**src/sv/wsd_pkg.sv**
```systemverilog
`default_nettype none

package wsd_pkg;

   // Parse phases of the frame header and body.
   typedef enum logic [2:0] {
      PH_FIRST  = 3'd0,
      PH_SECOND = 3'd1,
      PH_EXT16  = 3'd2,
      PH_EXT64  = 3'd3,
      PH_KEY    = 3'd4,
      PH_DATA   = 3'd5,
      PH_SKIP   = 3'd6
   } phase_type;

   localparam logic [1:0] KIND_HEADER  = 2'd0;
   localparam logic [1:0] KIND_PAYLOAD = 2'd1;
   localparam logic [1:0] KIND_DONE    = 2'd2;

   localparam logic [1:0] ST_OK        = 2'd0;
   localparam logic [1:0] ST_SHORT     = 2'd1;
   localparam logic [1:0] ST_RESERVED  = 2'd2;
   localparam logic [1:0] ST_TRUNCATED = 2'd3;

   localparam logic [6:0] LEN7_MASK  = 7'h7F;
   localparam logic [6:0] LEN7_EXT16 = 7'd126;
   localparam logic [6:0] LEN7_EXT64 = 7'd127;

   // Header byte counts at which the extended length is complete.
   localparam logic [3:0] HDR_END_EXT16 = 4'd4;
   localparam logic [3:0] HDR_END_EXT64 = 4'd10;

   // Result queue depth; the input side is held off while fewer than two
   // slots are free.
   localparam int RSP_DEPTH = 3;

   typedef struct packed {
      logic [1:0]  kind;
      logic [7:0]  data_byte;
      logic        fin_bit;
      logic [3:0]  frame_opcode;
      logic        masked;
      logic [63:0] payload_length;
      logic [63:0] frame_length;
      logic [1:0]  status;
      logic        last_of_run;
   } rsp_item_type;

   // Results caused by one accepted byte, in order.
   typedef struct packed {
      logic [1:0]   count;
      rsp_item_type first;
      rsp_item_type second;
   } push_type;

   function automatic rsp_item_type make_done(input logic [1:0] st,
                                              input logic [63:0] total);
      rsp_item_type r;
      r = '0;
      r.kind = KIND_DONE;
      r.status = st;
      r.frame_length = (st == ST_OK) ? total : 64'd0;
      return r;
   endfunction

endpackage

`default_nettype wire

```
**src/sv/wsd_req_if.sv**
```systemverilog
`default_nettype none

interface wsd_req_if;
   logic       valid;
   logic       ready;
   logic [7:0] byte_in;
   logic       buffer_end;

   modport source (output valid, output byte_in, output buffer_end, input ready);
   modport sink   (input valid, input byte_in, input buffer_end, output ready);
endinterface

`default_nettype wire

```
**src/sv/wsd_rsp_if.sv**
```systemverilog
`default_nettype none

interface wsd_rsp_if;
   logic        valid;
   logic        ready;
   logic [1:0]  kind;
   logic [7:0]  data_byte;
   logic        fin_bit;
   logic [3:0]  frame_opcode;
   logic        masked;
   logic [63:0] payload_length;
   logic [63:0] frame_length;
   logic [1:0]  status;
   logic        last_of_run;

   modport source (output valid, output kind, output data_byte, output fin_bit,
                   output frame_opcode, output masked, output payload_length,
                   output frame_length, output status, output last_of_run,
                   input ready);
   modport sink   (input valid, input kind, input data_byte, input fin_bit,
                   input frame_opcode, input masked, input payload_length,
                   input frame_length, input status, input last_of_run,
                   output ready);
endinterface

`default_nettype wire

```
**src/sv/wsd_parser.sv**
```systemverilog
`default_nettype none

module wsd_parser (
   input  logic              clock,
   input  logic              reset,
   input  logic              accept,
   input  logic [7:0]        byte_in,
   input  logic              buffer_end,
   output wsd_pkg::push_type push
);

   wsd_pkg::phase_type phase_ff, phase_in;
   logic [3:0]  hdr_count_ff, hdr_count_in;
   logic        fin_ff, fin_in;
   logic [3:0]  opcode_ff, opcode_in;
   logic [2:0]  reserved_ff, reserved_in;
   logic        mask_flag_ff, mask_flag_in;
   logic [63:0] length_ff, length_in;
   logic [31:0] mask_key_ff, mask_key_in;
   logic [63:0] left_ff, left_in;
   logic [1:0]  key_idx_ff, key_idx_in;

   logic [64:0] sum;
   logic [63:0] total;
   logic [63:0] left_dec;
   logic [7:0]  key_byte;
   logic        finish;
   logic        ext_done;
   wsd_pkg::rsp_item_type header;

   assign sum      = {1'b0, length_in} + {61'd0, hdr_count_in};
   assign total    = sum[64] ? '1 : sum[63:0];
   assign left_dec = left_ff - 64'd1;

   always_comb begin
      case (key_idx_ff)
         2'd0:    key_byte = mask_key_ff[31:24];
         2'd1:    key_byte = mask_key_ff[23:16];
         2'd2:    key_byte = mask_key_ff[15:8];
         default: key_byte = mask_key_ff[7:0];
      endcase
   end

   always_comb begin
      phase_in     = phase_ff;
      hdr_count_in = hdr_count_ff;
      fin_in       = fin_ff;
      opcode_in    = opcode_ff;
      reserved_in  = reserved_ff;
      mask_flag_in = mask_flag_ff;
      length_in    = length_ff;
      mask_key_in  = mask_key_ff;
      left_in      = left_ff;
      key_idx_in   = key_idx_ff;
      finish       = 1'b0;
      ext_done     = 1'b0;
      push         = '0;

      case (phase_ff)
         wsd_pkg::PH_FIRST: begin
            fin_in       = byte_in[7];
            reserved_in  = byte_in[6:4];
            opcode_in    = byte_in[3:0];
            hdr_count_in = 4'd1;
            phase_in     = wsd_pkg::PH_SECOND;
            if (buffer_end) begin
               push.count = 2'd1;
               push.first = wsd_pkg::make_done(wsd_pkg::ST_SHORT, total);
            end
         end
         wsd_pkg::PH_SECOND: begin
            hdr_count_in = 4'd2;
            mask_flag_in = byte_in[7];
            if (reserved_ff != 3'd0) begin
               push.count = 2'd1;
               push.first = wsd_pkg::make_done(wsd_pkg::ST_RESERVED, total);
               phase_in   = wsd_pkg::PH_SKIP;
            end else begin
               length_in = 64'd0;
               if ((byte_in[6:0] & wsd_pkg::LEN7_MASK) == wsd_pkg::LEN7_EXT16) begin
                  phase_in = wsd_pkg::PH_EXT16;
               end else if (byte_in[6:0] == wsd_pkg::LEN7_EXT64) begin
                  phase_in = wsd_pkg::PH_EXT64;
               end else begin
                  length_in = {57'd0, byte_in[6:0]};
                  if (byte_in[7]) begin
                     phase_in   = wsd_pkg::PH_KEY;
                     key_idx_in = 2'd0;
                  end else begin
                     finish = 1'b1;
                  end
               end
               if (!finish && buffer_end) begin
                  push.count = 2'd1;
                  push.first = wsd_pkg::make_done(wsd_pkg::ST_TRUNCATED, total);
               end
            end
         end
         wsd_pkg::PH_EXT16, wsd_pkg::PH_EXT64: begin
            length_in    = {length_ff[55:0], byte_in};
            hdr_count_in = hdr_count_ff + 4'd1;
            ext_done = (phase_ff == wsd_pkg::PH_EXT16 &&
                        hdr_count_in == wsd_pkg::HDR_END_EXT16) ||
                       (phase_ff == wsd_pkg::PH_EXT64 &&
                        hdr_count_in == wsd_pkg::HDR_END_EXT64);
            if (ext_done) begin
               if (mask_flag_ff) begin
                  phase_in   = wsd_pkg::PH_KEY;
                  key_idx_in = 2'd0;
               end else begin
                  finish = 1'b1;
               end
            end
            if (!finish && buffer_end) begin
               push.count = 2'd1;
               push.first = wsd_pkg::make_done(wsd_pkg::ST_TRUNCATED, total);
            end
         end
         wsd_pkg::PH_KEY: begin
            mask_key_in  = {mask_key_ff[23:0], byte_in};
            hdr_count_in = hdr_count_ff + 4'd1;
            key_idx_in   = key_idx_ff + 2'd1;
            if (key_idx_in == 2'd0) begin
               finish = 1'b1;
            end else if (buffer_end) begin
               push.count = 2'd1;
               push.first = wsd_pkg::make_done(wsd_pkg::ST_TRUNCATED, total);
            end
         end
         wsd_pkg::PH_DATA: begin
            push.count           = 2'd1;
            push.first.kind      = wsd_pkg::KIND_PAYLOAD;
            push.first.data_byte = mask_flag_ff ? (byte_in ^ key_byte) : byte_in;
            key_idx_in           = key_idx_ff + 2'd1;
            left_in              = left_dec;
            if (left_dec == 64'd0) begin
               push.count  = 2'd2;
               push.second = wsd_pkg::make_done(wsd_pkg::ST_OK, total);
               phase_in    = wsd_pkg::PH_SKIP;
            end else if (buffer_end) begin
               push.count  = 2'd2;
               push.second = wsd_pkg::make_done(wsd_pkg::ST_TRUNCATED, total);
            end
         end
         default: begin
         end
      endcase

      // The header just completed: report it, then finish or enter the payload.
      if (finish) begin
         header                = '0;
         header.kind           = wsd_pkg::KIND_HEADER;
         header.fin_bit        = fin_ff;
         header.frame_opcode   = opcode_ff;
         header.masked         = mask_flag_in;
         header.payload_length = length_in;
         header.frame_length   = total;
         push.first            = header;
         push.count            = 2'd1;
         if (length_in == 64'd0) begin
            push.count  = 2'd2;
            push.second = wsd_pkg::make_done(wsd_pkg::ST_OK, total);
            phase_in    = wsd_pkg::PH_SKIP;
         end else begin
            left_in    = length_in;
            key_idx_in = 2'd0;
            phase_in   = wsd_pkg::PH_DATA;
            if (buffer_end) begin
               push.count  = 2'd2;
               push.second = wsd_pkg::make_done(wsd_pkg::ST_TRUNCATED, total);
            end
         end
      end else begin
         header = '0;
      end

      if (push.count == 2'd1) begin
         push.first.last_of_run = 1'b1;
      end else if (push.count == 2'd2) begin
         push.second.last_of_run = 1'b1;
      end

      if (!accept) begin
         push.count = 2'd0;
      end
   end

   always_ff @(posedge clock) begin
      if (reset || (accept && buffer_end)) begin
         phase_ff     <= wsd_pkg::PH_FIRST;
         hdr_count_ff <= '0;
         fin_ff       <= 1'b0;
         opcode_ff    <= '0;
         reserved_ff  <= '0;
         mask_flag_ff <= 1'b0;
         length_ff    <= '0;
         mask_key_ff  <= '0;
         left_ff      <= '0;
         key_idx_ff   <= '0;
      end else if (accept) begin
         phase_ff     <= phase_in;
         hdr_count_ff <= hdr_count_in;
         fin_ff       <= fin_in;
         opcode_ff    <= opcode_in;
         reserved_ff  <= reserved_in;
         mask_flag_ff <= mask_flag_in;
         length_ff    <= length_in;
         mask_key_ff  <= mask_key_in;
         left_ff      <= left_in;
         key_idx_ff   <= key_idx_in;
      end
   end

endmodule

`default_nettype wire

```
**src/sv/wsd_rsp_queue.sv**
```systemverilog
`default_nettype none

module wsd_rsp_queue (
   input  logic                  clock,
   input  logic                  reset,
   input  wsd_pkg::push_type     push,
   output logic                  space_ok,
   output logic                  rsp_valid,
   input  logic                  rsp_ready,
   output wsd_pkg::rsp_item_type head
);

   localparam int DEPTH = wsd_pkg::RSP_DEPTH;
   localparam int CW    = $clog2(DEPTH + 1);

   wsd_pkg::rsp_item_type slot_ff [DEPTH];
   wsd_pkg::rsp_item_type slot_in [DEPTH];
   logic [CW-1:0] count_ff, count_in;
   logic [CW-1:0] base;
   logic          pop;

   assign pop       = (count_ff != '0) && rsp_ready;
   assign base      = count_ff - CW'(pop);
   assign count_in  = base + CW'(push.count);
   assign space_ok  = count_ff <= CW'(DEPTH - 2);
   assign rsp_valid = count_ff != '0;
   assign head      = slot_ff[0];

   // Slot 0 is the output register; the queue shifts down on each pop.
   always_comb begin
      for (int i = 0; i < DEPTH - 1; i++) begin
         slot_in[i] = pop ? slot_ff[i+1] : slot_ff[i];
      end
      slot_in[DEPTH-1] = slot_ff[DEPTH-1];
      for (int i = 0; i < DEPTH; i++) begin
         if (push.count != 2'd0 && base == CW'(i)) begin
            slot_in[i] = push.first;
         end
         if (push.count == 2'd2 && base + CW'(1) == CW'(i)) begin
            slot_in[i] = push.second;
         end
      end
   end

   always_ff @(posedge clock) begin
      for (int i = 0; i < DEPTH; i++) begin
         slot_ff[i] <= slot_in[i];
      end
   end

   always_ff @(posedge clock) begin
      if (reset) begin
         count_ff <= '0;
      end else begin
         count_ff <= count_in;
      end
   end

endmodule

`default_nettype wire

```
**src/sv/websocket_frame_deframer.sv**
```systemverilog
`default_nettype none

// Channel   Port       Direction  Item
// -------   --------   ---------  ---------------------------------------------
// request   req_chan   in         one buffer byte and its end-of-buffer flag
// response  rsp_chan   out        header info, payload byte or frame-done status
//
// Each accepted byte updates the parser state in the same cycle and writes
// zero, one or two results into a three-slot response queue whose head is
// the output register. One byte per cycle is taken while at most one result
// is queued, so a byte that causes two results holds off the next byte until a result is popped.
// Reset is synchronous and clears the parser and the queue; a byte flagged
// as buffer end also returns the parser to its reset state.

module websocket_frame_deframer (
   input  logic       clock,
   input  logic       reset,
   wsd_req_if.sink    req_chan,
   wsd_rsp_if.source  rsp_chan
);

   wsd_pkg::push_type     push;
   wsd_pkg::rsp_item_type head;
   logic                  space_ok;
   logic                  accept;

   assign req_chan.ready = space_ok;
   assign accept         = req_chan.valid && space_ok;

   wsd_parser u_parser (
      .clock      (clock),
      .reset      (reset),
      .accept     (accept),
      .byte_in    (req_chan.byte_in),
      .buffer_end (req_chan.buffer_end),
      .push       (push)
   );

   wsd_rsp_queue u_queue (
      .clock     (clock),
      .reset     (reset),
      .push      (push),
      .space_ok  (space_ok),
      .rsp_valid (rsp_chan.valid),
      .rsp_ready (rsp_chan.ready),
      .head      (head)
   );

   assign rsp_chan.kind           = head.kind;
   assign rsp_chan.data_byte      = head.data_byte;
   assign rsp_chan.fin_bit        = head.fin_bit;
   assign rsp_chan.frame_opcode   = head.frame_opcode;
   assign rsp_chan.masked         = head.masked;
   assign rsp_chan.payload_length = head.payload_length;
   assign rsp_chan.frame_length   = head.frame_length;
   assign rsp_chan.status         = head.status;
   assign rsp_chan.last_of_run    = head.last_of_run;

endmodule

`default_nettype wire
```
**src/flat_wrapper.sv**
```systemverilog
// flat-port wrapper written by rule: the top's interface ports become plain ports
module websocket_frame_deframer_flat 
  (clock, reset, req_chan_valid, req_chan_byte_in, req_chan_buffer_end, req_chan_ready, rsp_chan_valid, rsp_chan_kind, rsp_chan_data_byte, rsp_chan_fin_bit, rsp_chan_frame_opcode, rsp_chan_masked, rsp_chan_payload_length, rsp_chan_frame_length, rsp_chan_status, rsp_chan_last_of_run, rsp_chan_ready);
  wsd_req_if req_chan_i ();
  wsd_rsp_if rsp_chan_i ();
  input  logic clock;
  input  logic reset;
  input wire logic [$bits(req_chan_i.valid)-1:0] req_chan_valid;
  input wire logic [$bits(req_chan_i.byte_in)-1:0] req_chan_byte_in;
  input wire logic [$bits(req_chan_i.buffer_end)-1:0] req_chan_buffer_end;
  output wire logic [$bits(req_chan_i.ready)-1:0] req_chan_ready;
  output wire logic [$bits(rsp_chan_i.valid)-1:0] rsp_chan_valid;
  output wire logic [$bits(rsp_chan_i.kind)-1:0] rsp_chan_kind;
  output wire logic [$bits(rsp_chan_i.data_byte)-1:0] rsp_chan_data_byte;
  output wire logic [$bits(rsp_chan_i.fin_bit)-1:0] rsp_chan_fin_bit;
  output wire logic [$bits(rsp_chan_i.frame_opcode)-1:0] rsp_chan_frame_opcode;
  output wire logic [$bits(rsp_chan_i.masked)-1:0] rsp_chan_masked;
  output wire logic [$bits(rsp_chan_i.payload_length)-1:0] rsp_chan_payload_length;
  output wire logic [$bits(rsp_chan_i.frame_length)-1:0] rsp_chan_frame_length;
  output wire logic [$bits(rsp_chan_i.status)-1:0] rsp_chan_status;
  output wire logic [$bits(rsp_chan_i.last_of_run)-1:0] rsp_chan_last_of_run;
  input wire logic [$bits(rsp_chan_i.ready)-1:0] rsp_chan_ready;
  assign req_chan_i.valid = req_chan_valid;
  assign req_chan_i.byte_in = req_chan_byte_in;
  assign req_chan_i.buffer_end = req_chan_buffer_end;
  assign req_chan_ready = req_chan_i.ready;
  assign rsp_chan_valid = rsp_chan_i.valid;
  assign rsp_chan_kind = rsp_chan_i.kind;
  assign rsp_chan_data_byte = rsp_chan_i.data_byte;
  assign rsp_chan_fin_bit = rsp_chan_i.fin_bit;
  assign rsp_chan_frame_opcode = rsp_chan_i.frame_opcode;
  assign rsp_chan_masked = rsp_chan_i.masked;
  assign rsp_chan_payload_length = rsp_chan_i.payload_length;
  assign rsp_chan_frame_length = rsp_chan_i.frame_length;
  assign rsp_chan_status = rsp_chan_i.status;
  assign rsp_chan_last_of_run = rsp_chan_i.last_of_run;
  assign rsp_chan_i.ready = rsp_chan_ready;
  websocket_frame_deframer u_core (.clock(clock), .reset(reset), .req_chan(req_chan_i), .rsp_chan(rsp_chan_i));
endmodule
```
**config.mk**
```make
export PLATFORM = sky130hd
export DESIGN_NAME = websocket_frame_deframer_flat
export DESIGN_NICKNAME = d
export VERILOG_FILES = /design/src/sv/wsd_pkg.sv /design/src/sv/wsd_req_if.sv /design/src/sv/wsd_rsp_if.sv /design/src/sv/wsd_parser.sv /design/src/sv/wsd_rsp_queue.sv /design/src/sv/websocket_frame_deframer.sv /design/src/flat_wrapper.sv
export SDC_FILE = /design/constraint.sdc
export NUM_CORES = 1
export LEC_CHECK = 0
export ABC_AREA = 1
export BUFFER_PORTS_ARGS = -buffer_cell sky130_fd_sc_hd__clkbuf_2
export CAP_MARGIN = 20
export CORE_MARGIN = 3
export CORE_UTILIZATION = 50
export DETAILED_ROUTE_END_ITERATION = 8
export GPL_ROUTABILITY_DRIVEN = 1
export PLACE_DENSITY_LB_ADDON = 0.08
export SYNTH_ARGS = -nofsm -noshare
export SYNTH_HDL_FRONTEND = slang
export SYNTH_HIERARCHICAL = 1
export SYNTH_SLANG_ARGS = --single-unit
```
**constraint.sdc**
```tcl
create_clock -name clock -period 26.1 [get_ports clock]
set_clock_uncertainty 0.15 [all_clocks]
set_input_delay 3.915 -clock clock [delete_from_list [all_inputs] [get_ports clock]]
set_output_delay 3.915 -clock clock [all_outputs]
set_load 0.05 [all_outputs]
```
==> results.json, run 1 <==
{
  "outcome": "complete, no violations",
  "via_count": 40186,
  "drt-wirelength-per-cell_microns": 21.6,
  "synth_ff_type": "edfxtp_1",
  "drv_slew": 0,
  "ys_ff_latch": 621,
  "rsz0062_at_grt": "no",
  "grt_max_degree": 150,
  "cts_made_buffers": 76,
  "holdBufCountCts": 0,
  "min_to": "u_core/u_parser/mask_key_ff[29]",
  "crit_path_start": "req_chan_byte_in[4]",
  "remaining_drc_errors": 0,
  "yosys_warnings": 6,
  "rrSetupSlack_ns": 17.55,
  "synth_cell_types": 51,
  "clk-insertion-delay-late_ns": 0.64,
  "cts.sinks": 621,
  "min_from": "u_core/u_parser/mask_key_ff[29]",
  "cts_tree": "yes",
  "root_buffer": "clkbuf_16",
  "fillers": 8305,
  "critPathArrivalTime_ns": 10.34,
  "clk_pin_slew_ns": 0.05,
  "antenna_found_initial": 7,
  "cp-start-kind": "input pin",
  "drt_iter0_markers": 4789,
  "ff2ff_path_depth": 22,
  "synthTopCellsByArea": "edfxtp_1, nand3_1, nand2_1, dfxtp_1, inv_1",
  "synth_edf_count": 441,
  "dieHeight_microns": 297,
  "p_leak_nw": 20.0,
  "pre_cts_slack_ns": 15.27,
  "crit_fanout": 149,
  "dpl.hpwl_microns": 99200,
  "synth_top_cell_by_area": "edfxtp_1",
  "fin_setup_tns_ns": 0,
  "grt_util_all_layers_pct": 33.7,
  "fmax_mhz": 97.7,
  "ant_nets": 0,
  "pin_count": 162,
  "viasPerCell": 5.74,
  "yosysSeqAreaShare_pct": 39.9,
  "core_sq_mm": 0.0829,
  "grt_pass1_wl_microns": 227000,
  "finalPower_mw": 5.84,
  "die_area_sq_mm": 0.0880,
  "crit-reg2reg-capture": "u_core/u_queue/slot_ff[0][325]",
  "syn_avg_cell_area_sq_um": 6.97,
  "post-route-period-util_pct": 39.2,
  "ys_async_sr_fraction_pct": 0,
  "io_buffers": 161,
  "maxCapViolations": 0,
  "drive_gt1_share_pct": 7.87,
  "setup_viol_count_final": 0,
  "synth_common_cells": "nand2_1, nand3_1, inv_1, nor2_1, edfxtp_1",
  "yosysMostFrequentCell": "nand2_1",
  "area_growth_pct": 5.11,
  "grt_pass1_vias": 36338,
  "worst-slew-pin-transition_ns": 1.16,
  "reg2reg_from": "u_core/u_parser/phase_ff[2]",
  "rows": 105,
  "syn_inst": 6065,
  "ir_drop_uv": 131,
  "cts_max_level": 3,
  "nets": 5840,
  "die_x_microns": 297,
  "hold_depth": 2,
  "critPathCaptureType": "flip-flop",
  "first_pass_iters": 6,
  "synth_top_area_share_pct": 31.3,
  "worst_slack_ns": 15.87,
  "cts_setup_buffers": 0,
  "min_period_ns": 10.23,
  "synth_area_sq_mm": 0.0423,
  "hp-class": "reg2reg",
  "cp.required_ns": 26.21,
  "critical_path_class": "in2reg",
  "power_density_mw_per_mm2": 132,
  "wl_microns": 151000,
  "post_cts_resized": 0,
  "utilization_pct": 53.6,
  "grt-ovfl-total": 0,
  "gp_congestion": 0.995,
  "start_util_pct": 51.0,
  "max_slew_margin_pct": 22.5,
  "clock_path_buffers": 3,
  "hold_viol": 0
}
[cell families after synthesis]
group	after synthesis	synth area share [%]
AND/OR/NAND/NOR	3272	34.2
adder cells (fa/ha/maj)	15	0.462
other	1	0.00888
AO/OA/AOI/OAI	698	9.19
flip-flops	621	39.9
buffers and inverters	1414	15.3
XOR/XNOR	44	0.912
[cell type report]
type | instances | area [sq um] | area share, %
multi-input cells | 4108 | 19400 | 43.7
flip-flops and latches | 621 | 16800 | 37.9
inverters | 792 | 2980 | 6.71
clock buffers | 94 | 2020 | 4.55
well taps | 1123 | 1410 | 3.16
repair buffers | 213 | 1220 | 2.75
clock inverters | 42 | 518 | 1.17
diodes | 2 | 5.00 | 0.0113
[through the flow]
stage / hold WS, ns / area, sq um / cells
final: 0.313 / 44400 / 6995
after global routing: 0.333 / 44400 / 6994
after CTS: 0.313 / 44400 / 6993
after detailed placement: 0.304 / 41900 / 6857
after global placement: 0.301 / 41900 / 6857
after floorplan: 0.291 / 42500 / 6143
[flip-flops by register name, summed over array words and instances, names as in the netlist]
name	count
u_core/u_parser/mask_flag_ff	1
u_core/u_parser/mask_key_ff	32
u_core/u_parser/reserved_ff	3
u_core/u_parser/phase_ff	3
u_core/u_parser/length_ff	64
u_core/u_parser/hdr_count_ff	4
u_core/u_queue/count_ff	2
u_core/u_parser/fin_ff	1
u_core/u_parser/opcode_ff	4
u_core/u_queue/slot_ff	441
u_core/u_parser/key_idx_ff	2
u_core/u_parser/left_ff	64
[routing by layer]
metal	part of all wire (%)	global-route usage (%)	vias up
met5	0.016	0	-
met4	3.8	12.8	4
met3	10	7.52	274
met2	44	51.0	1943
met1	42	47.2	18774
li1	-	-	19191
[how the worst max path moves through the flow]
| stage | to | slack, ns | depth (start not counted) |
|---|---|---|---|
| floorplan | u_core/u_queue/slot_ff[0][0] | 14.92 | 22 |
| global placement | u_core/u_queue/slot_ff[0][298] | 15.30 | 22 |
| detailed placement | u_core/u_queue/slot_ff[0][308] | 15.27 | 22 |
| CTS | u_core/u_queue/slot_ff[0][305] | 15.93 | 22 |
| global route | u_core/u_queue/slot_ff[0][305] | 15.45 | 22 |
| finish | u_core/u_queue/slot_ff[0][325] | 15.87 | 22 |
[worst max-delay path: stages]
cell and delay [ns]:
clkbuf_2 0.17, nand2_1 0.07, nor2_1 0.19, nand2_1 0.16, nand2_2 0.15, nand2_4 0.09
a21oi_1 0.23, nand2_1 0.09, nor2_1 0.15, nand3_1 0.09, nor2_1 0.25, nand2_2 0.09
nand2_1 0.17, nand2_1 0.15, a21oi_1 0.30, inv_1 0.17, nor3_4 0.18, buf_12 0.57
nand2_8 0.64, nand2_4 0.68, buf_4 0.80, buf_4 0.78
[cells in the final DEF, fill, tap and decap left out, drive strengths merged]
master and n:
nand2 1207, nand3 1142, inv 799, nor2 679
a21oi 443, edfxtp 441, clkbuf 255, nand4 188
o21ai 186, dfxtp 180, conb 79, buf 52
xor2 38, nor3 34, clkinv 26, o211ai 20
o21bai 15, nand3b 14, ha 14, a31oi 11
o22ai 10, bufinv 9, a22oi 8, xnor2 6
and2 4, diode 2, nor4 2, o221ai 1
a41o 1, o31ai 1, nor3b 1, or2 1
a211oi 1, a32oi 1, fa 1
[where the power goes]
group	internal [mW]	switching, mW
sequential	1.52	0.120
combinational	0.650	2.45
clock	0.645	0.453
Power figures use the tool's default switching activity.
==> run 2, diff against run 1 <==
- ABC_AREA: 1 -> 0
- clock period: 26.1 -> 10.6 ns (I/O delays scaled with it)
==> run 2 against run 1 <==
Against the previous run:
- final cell count shrank 33%
- largest power group unchanged
- synthesized cell count decreased by 35%
- setup slack worse by 13 ns
- sequential cell count did not move
- combinational power up 93%
==> results.json, run 2 <==
{
  "top_regs": "u_core/u_queue/slot_ff x441, u_core/u_parser/left_ff x64, u_core/u_parser/length_ff x64",
  "grt_util_all_layers_pct": 33.1,
  "die_x_microns": 281,
  "synth_edf_count": 441,
  "drive_gt1_share_pct": 15.5,
  "post_cts_resized": 0,
  "start_util_pct": 50.7,
  "drt_iter0_markers": 4082,
  "crit_chain": "nor3_1 -> nand4_1 -> nor4_1 -> xnor2_1 -> nand3_1 -> or4_1 -> or4_1 -> o31a_2 -> a21oi_1 -> nor3b_4 -> buf_4 -> mux2i_4 -> nand2_4 -> buf_12",
  "synthTopCellsByArea": "edfxtp_1, dfxtp_1, buf_4, mux2_2, a221o_1",
  "final_cell_mix": "edfxtp_1, nor2_1, nor3_1, nand2_1, a21oi_1",
  "cts_max_level": 3,
  "fillers": 6747,
  "drt-wirelength-per-cell_microns": 28.7,
  "cp-start-kind": "flip-flop",
  "p_int_mw": 6.49,
  "rsz0062_at_grt": "no",
  "worst-slew-pin-transition_ns": 1.19,
  "dp.cells": 4582,
  "power_switching_mw": 5.96,
  "insertedDiodeCount": 0,
  "viasPerCell": 6.90,
  "worst_slack_ns": 2.87,
  "hold_viol": 0,
  "critPathCaptureType": "flip-flop",
  "synthMuxAreaShare_pct": 4.67,
  "cts_setup_buffers": 0,
  "root_buffer": "clkbuf_16",
  "slowest_delay_ns": 0.89,
  "final_common_cell": "edfxtp_1",
  "critical_path_class": "reg2reg",
  "io_buffers": 161,
  "grt_pass1_wl_microns": 201000,
  "synth_top_family_by_area": "compound AO/OA/AOI/OAI gates",
  "grt-ovfl-total": 0,
  "clk_pin_slew_ns": 0.06,
  "dpl.hpwl_microns": 82300,
  "pwr-share-seq_pct": 31.2,
  "syn_avg_cell_area_sq_um": 9.65,
  "cpMostUsedCell": "or4_1",
  "area_growth_pct": 5.83,
  "regArea_sq_mm": 0.0168,
  "place_area_sq_mm": 0.0376,
  "synth_adder_area_share_pct": 0.516,
  "ys_async_sr_fraction_pct": 0,
  "utilization_pct": 53.6,
  "ys_ff_latch": 621,
  "rows": 100,
  "synth_cell_types": 92,
  "cts_made_buffers": 72,
  "maxCapViolations": 0,
  "synth_top_area_share_pct": 35.0,
  "yosysSeqAreaShare_pct": 44.5,
  "clk-insertion-delay-late_ns": 0.63,
  "grt_pass1_vias": 30712,
  "max_slew_margin_pct": 20.4,
  "critPathArrivalTime_ns": 7.83,
  "ant_nets": 0,
  "synth_top_cell_by_area": "edfxtp_1",
  "synth_xor_area_share_pct": 2.32,
  "wl_microns": 136000,
  "p_clk_share_pct": 20.8,
  "largest_register_ffs": 441,
  "cp_slowest_cell": "buf_4",
  "cts.sinks": 621,
  "syn_inst": 3922,
  "hp-class": "reg2reg",
  "post-route-period-util_pct": 72.9,
  "setup_viol_count_final": 0,
  "outcome": "complete, no violations",
  "remaining_drc_errors": 0,
  "stdcell_area_sq_mm": 0.0400,
  "synth_compound_area_share_pct": 19.4,
  "drv_slew": 0,
  "antenna_found_initial": 3,
  "cp.required_ns": 10.70,
  "clock_path_buffers": 3,
  "fin_setup_tns_ns": 0,
  "synth_common_cells": "edfxtp_1, nor2_1, clkbuf_1, buf_4, nor3_1",
  "synth_area_sq_mm": 0.0378,
  "ir_drop_uv": 384,
  "p_comb_share_pct": 48.0,
  "crit_fanout": 91,
  "power_density_mw_per_mm2": 311,
  "yosys_warnings": 6,
  "first_pass_iters": 6,
  "finalPower_mw": 12.5,
  "die_area_sq_mm": 0.0790,
  "cts_tree": "yes",
  "via_count": 32526,
  "core_sq_mm": 0.0747,
  "holdWs_ns": 0.299,
  "pin_count": 162,
  "p_sw_share_pct": 47.9,
  "yosysMostFrequentCell": "edfxtp_1",
  "nets": 3716,
  "multi_input_area_sq_mm": 0.0179,
  "stdcell_count": 4716,
  "p_leak_nw": 14.0,
  "fmax_mhz": 129,
  "dieHeight_microns": 281,
  "gp_congestion": 0.957,
  "grt_max_degree": 212,
  "min_period_ns": 7.73,
  "yosys.area_share.simple_pct": 19.2,
  "synth_ff_type": "edfxtp_1",
  "pre_cts_slack_ns": 2.65,
  "holdBufCountCts": 0,
  "largest-register": "u_core/u_queue/slot_ff"
}
run 2: cell families (layout without fill, tap and decap cells):
family          count (synthesis)  after routing
other cells                     1             79
simple gates                 1326           1326
flops                         621            621
mux                           158            158
buf+inv                       662            409
xor+xnor                       98             98
compound gates               1041           1041
fa+ha+maj                      15             15
run 2: power groups by stage:
stage,clock (mW),combinational (mW),sequential (mW)
detailed placement,0,5.88,3.92
global route,2.72,6.28,3.93
finish,2.59,5.98,3.88
floorplan,0,4.56,3.86
CTS,2.63,5.89,3.88
global placement,0,5.82,3.92
run 2: worst max-delay path: cells and delay by family (launching register included):
kind                   cells  cell delay [ns]
AND/OR/NAND/NOR            8             3.73
buffers and inverters      2             1.31
AO/OA/AOI/OAI              2             1.24
flip-flops                 1             0.37
XOR/XNOR                   1             0.19
multiplexers               1             0.19
run 2: cell type report:
class                   count  share of cell area (%)
inverters                  31                   0.291
repair buffers            245                    3.86
well taps                 969                    3.03
clock buffers             102                    5.31
flip-flops and latches    621                    42.1
clock inverters            31                   0.709
multi-input cells        2717                    44.7
run 2: final timing paths:
path                                    start                       endpoint  slack [ns]  cells after the start
setup reg to reg  u_core/u_parser/left_ff[10]  u_core/u_queue/slot_ff[0][63]        2.87                     14
setup / recovery  u_core/u_parser/left_ff[10]  u_core/u_queue/slot_ff[0][63]        2.87                     14
hold reg to reg        u_core/u_parser/fin_ff         u_core/u_parser/fin_ff        0.30                      2
hold / removal         u_core/u_parser/fin_ff         u_core/u_parser/fin_ff        0.30                      2
run 2: metal layers:
| layer | wire length (microns) | part of all wire [%] | global-route usage [%] |
|---|---|---|---|
| met1 | 56800 | 42 | 46.2 |
| met2 | 62600 | 46 | 52.6 |
| met3 | 12300 | 9.1 | 5.88 |
| met4 | 3790 | 2.8 | 9.75 |
| met5 | 25 | 0.018 | 0 |
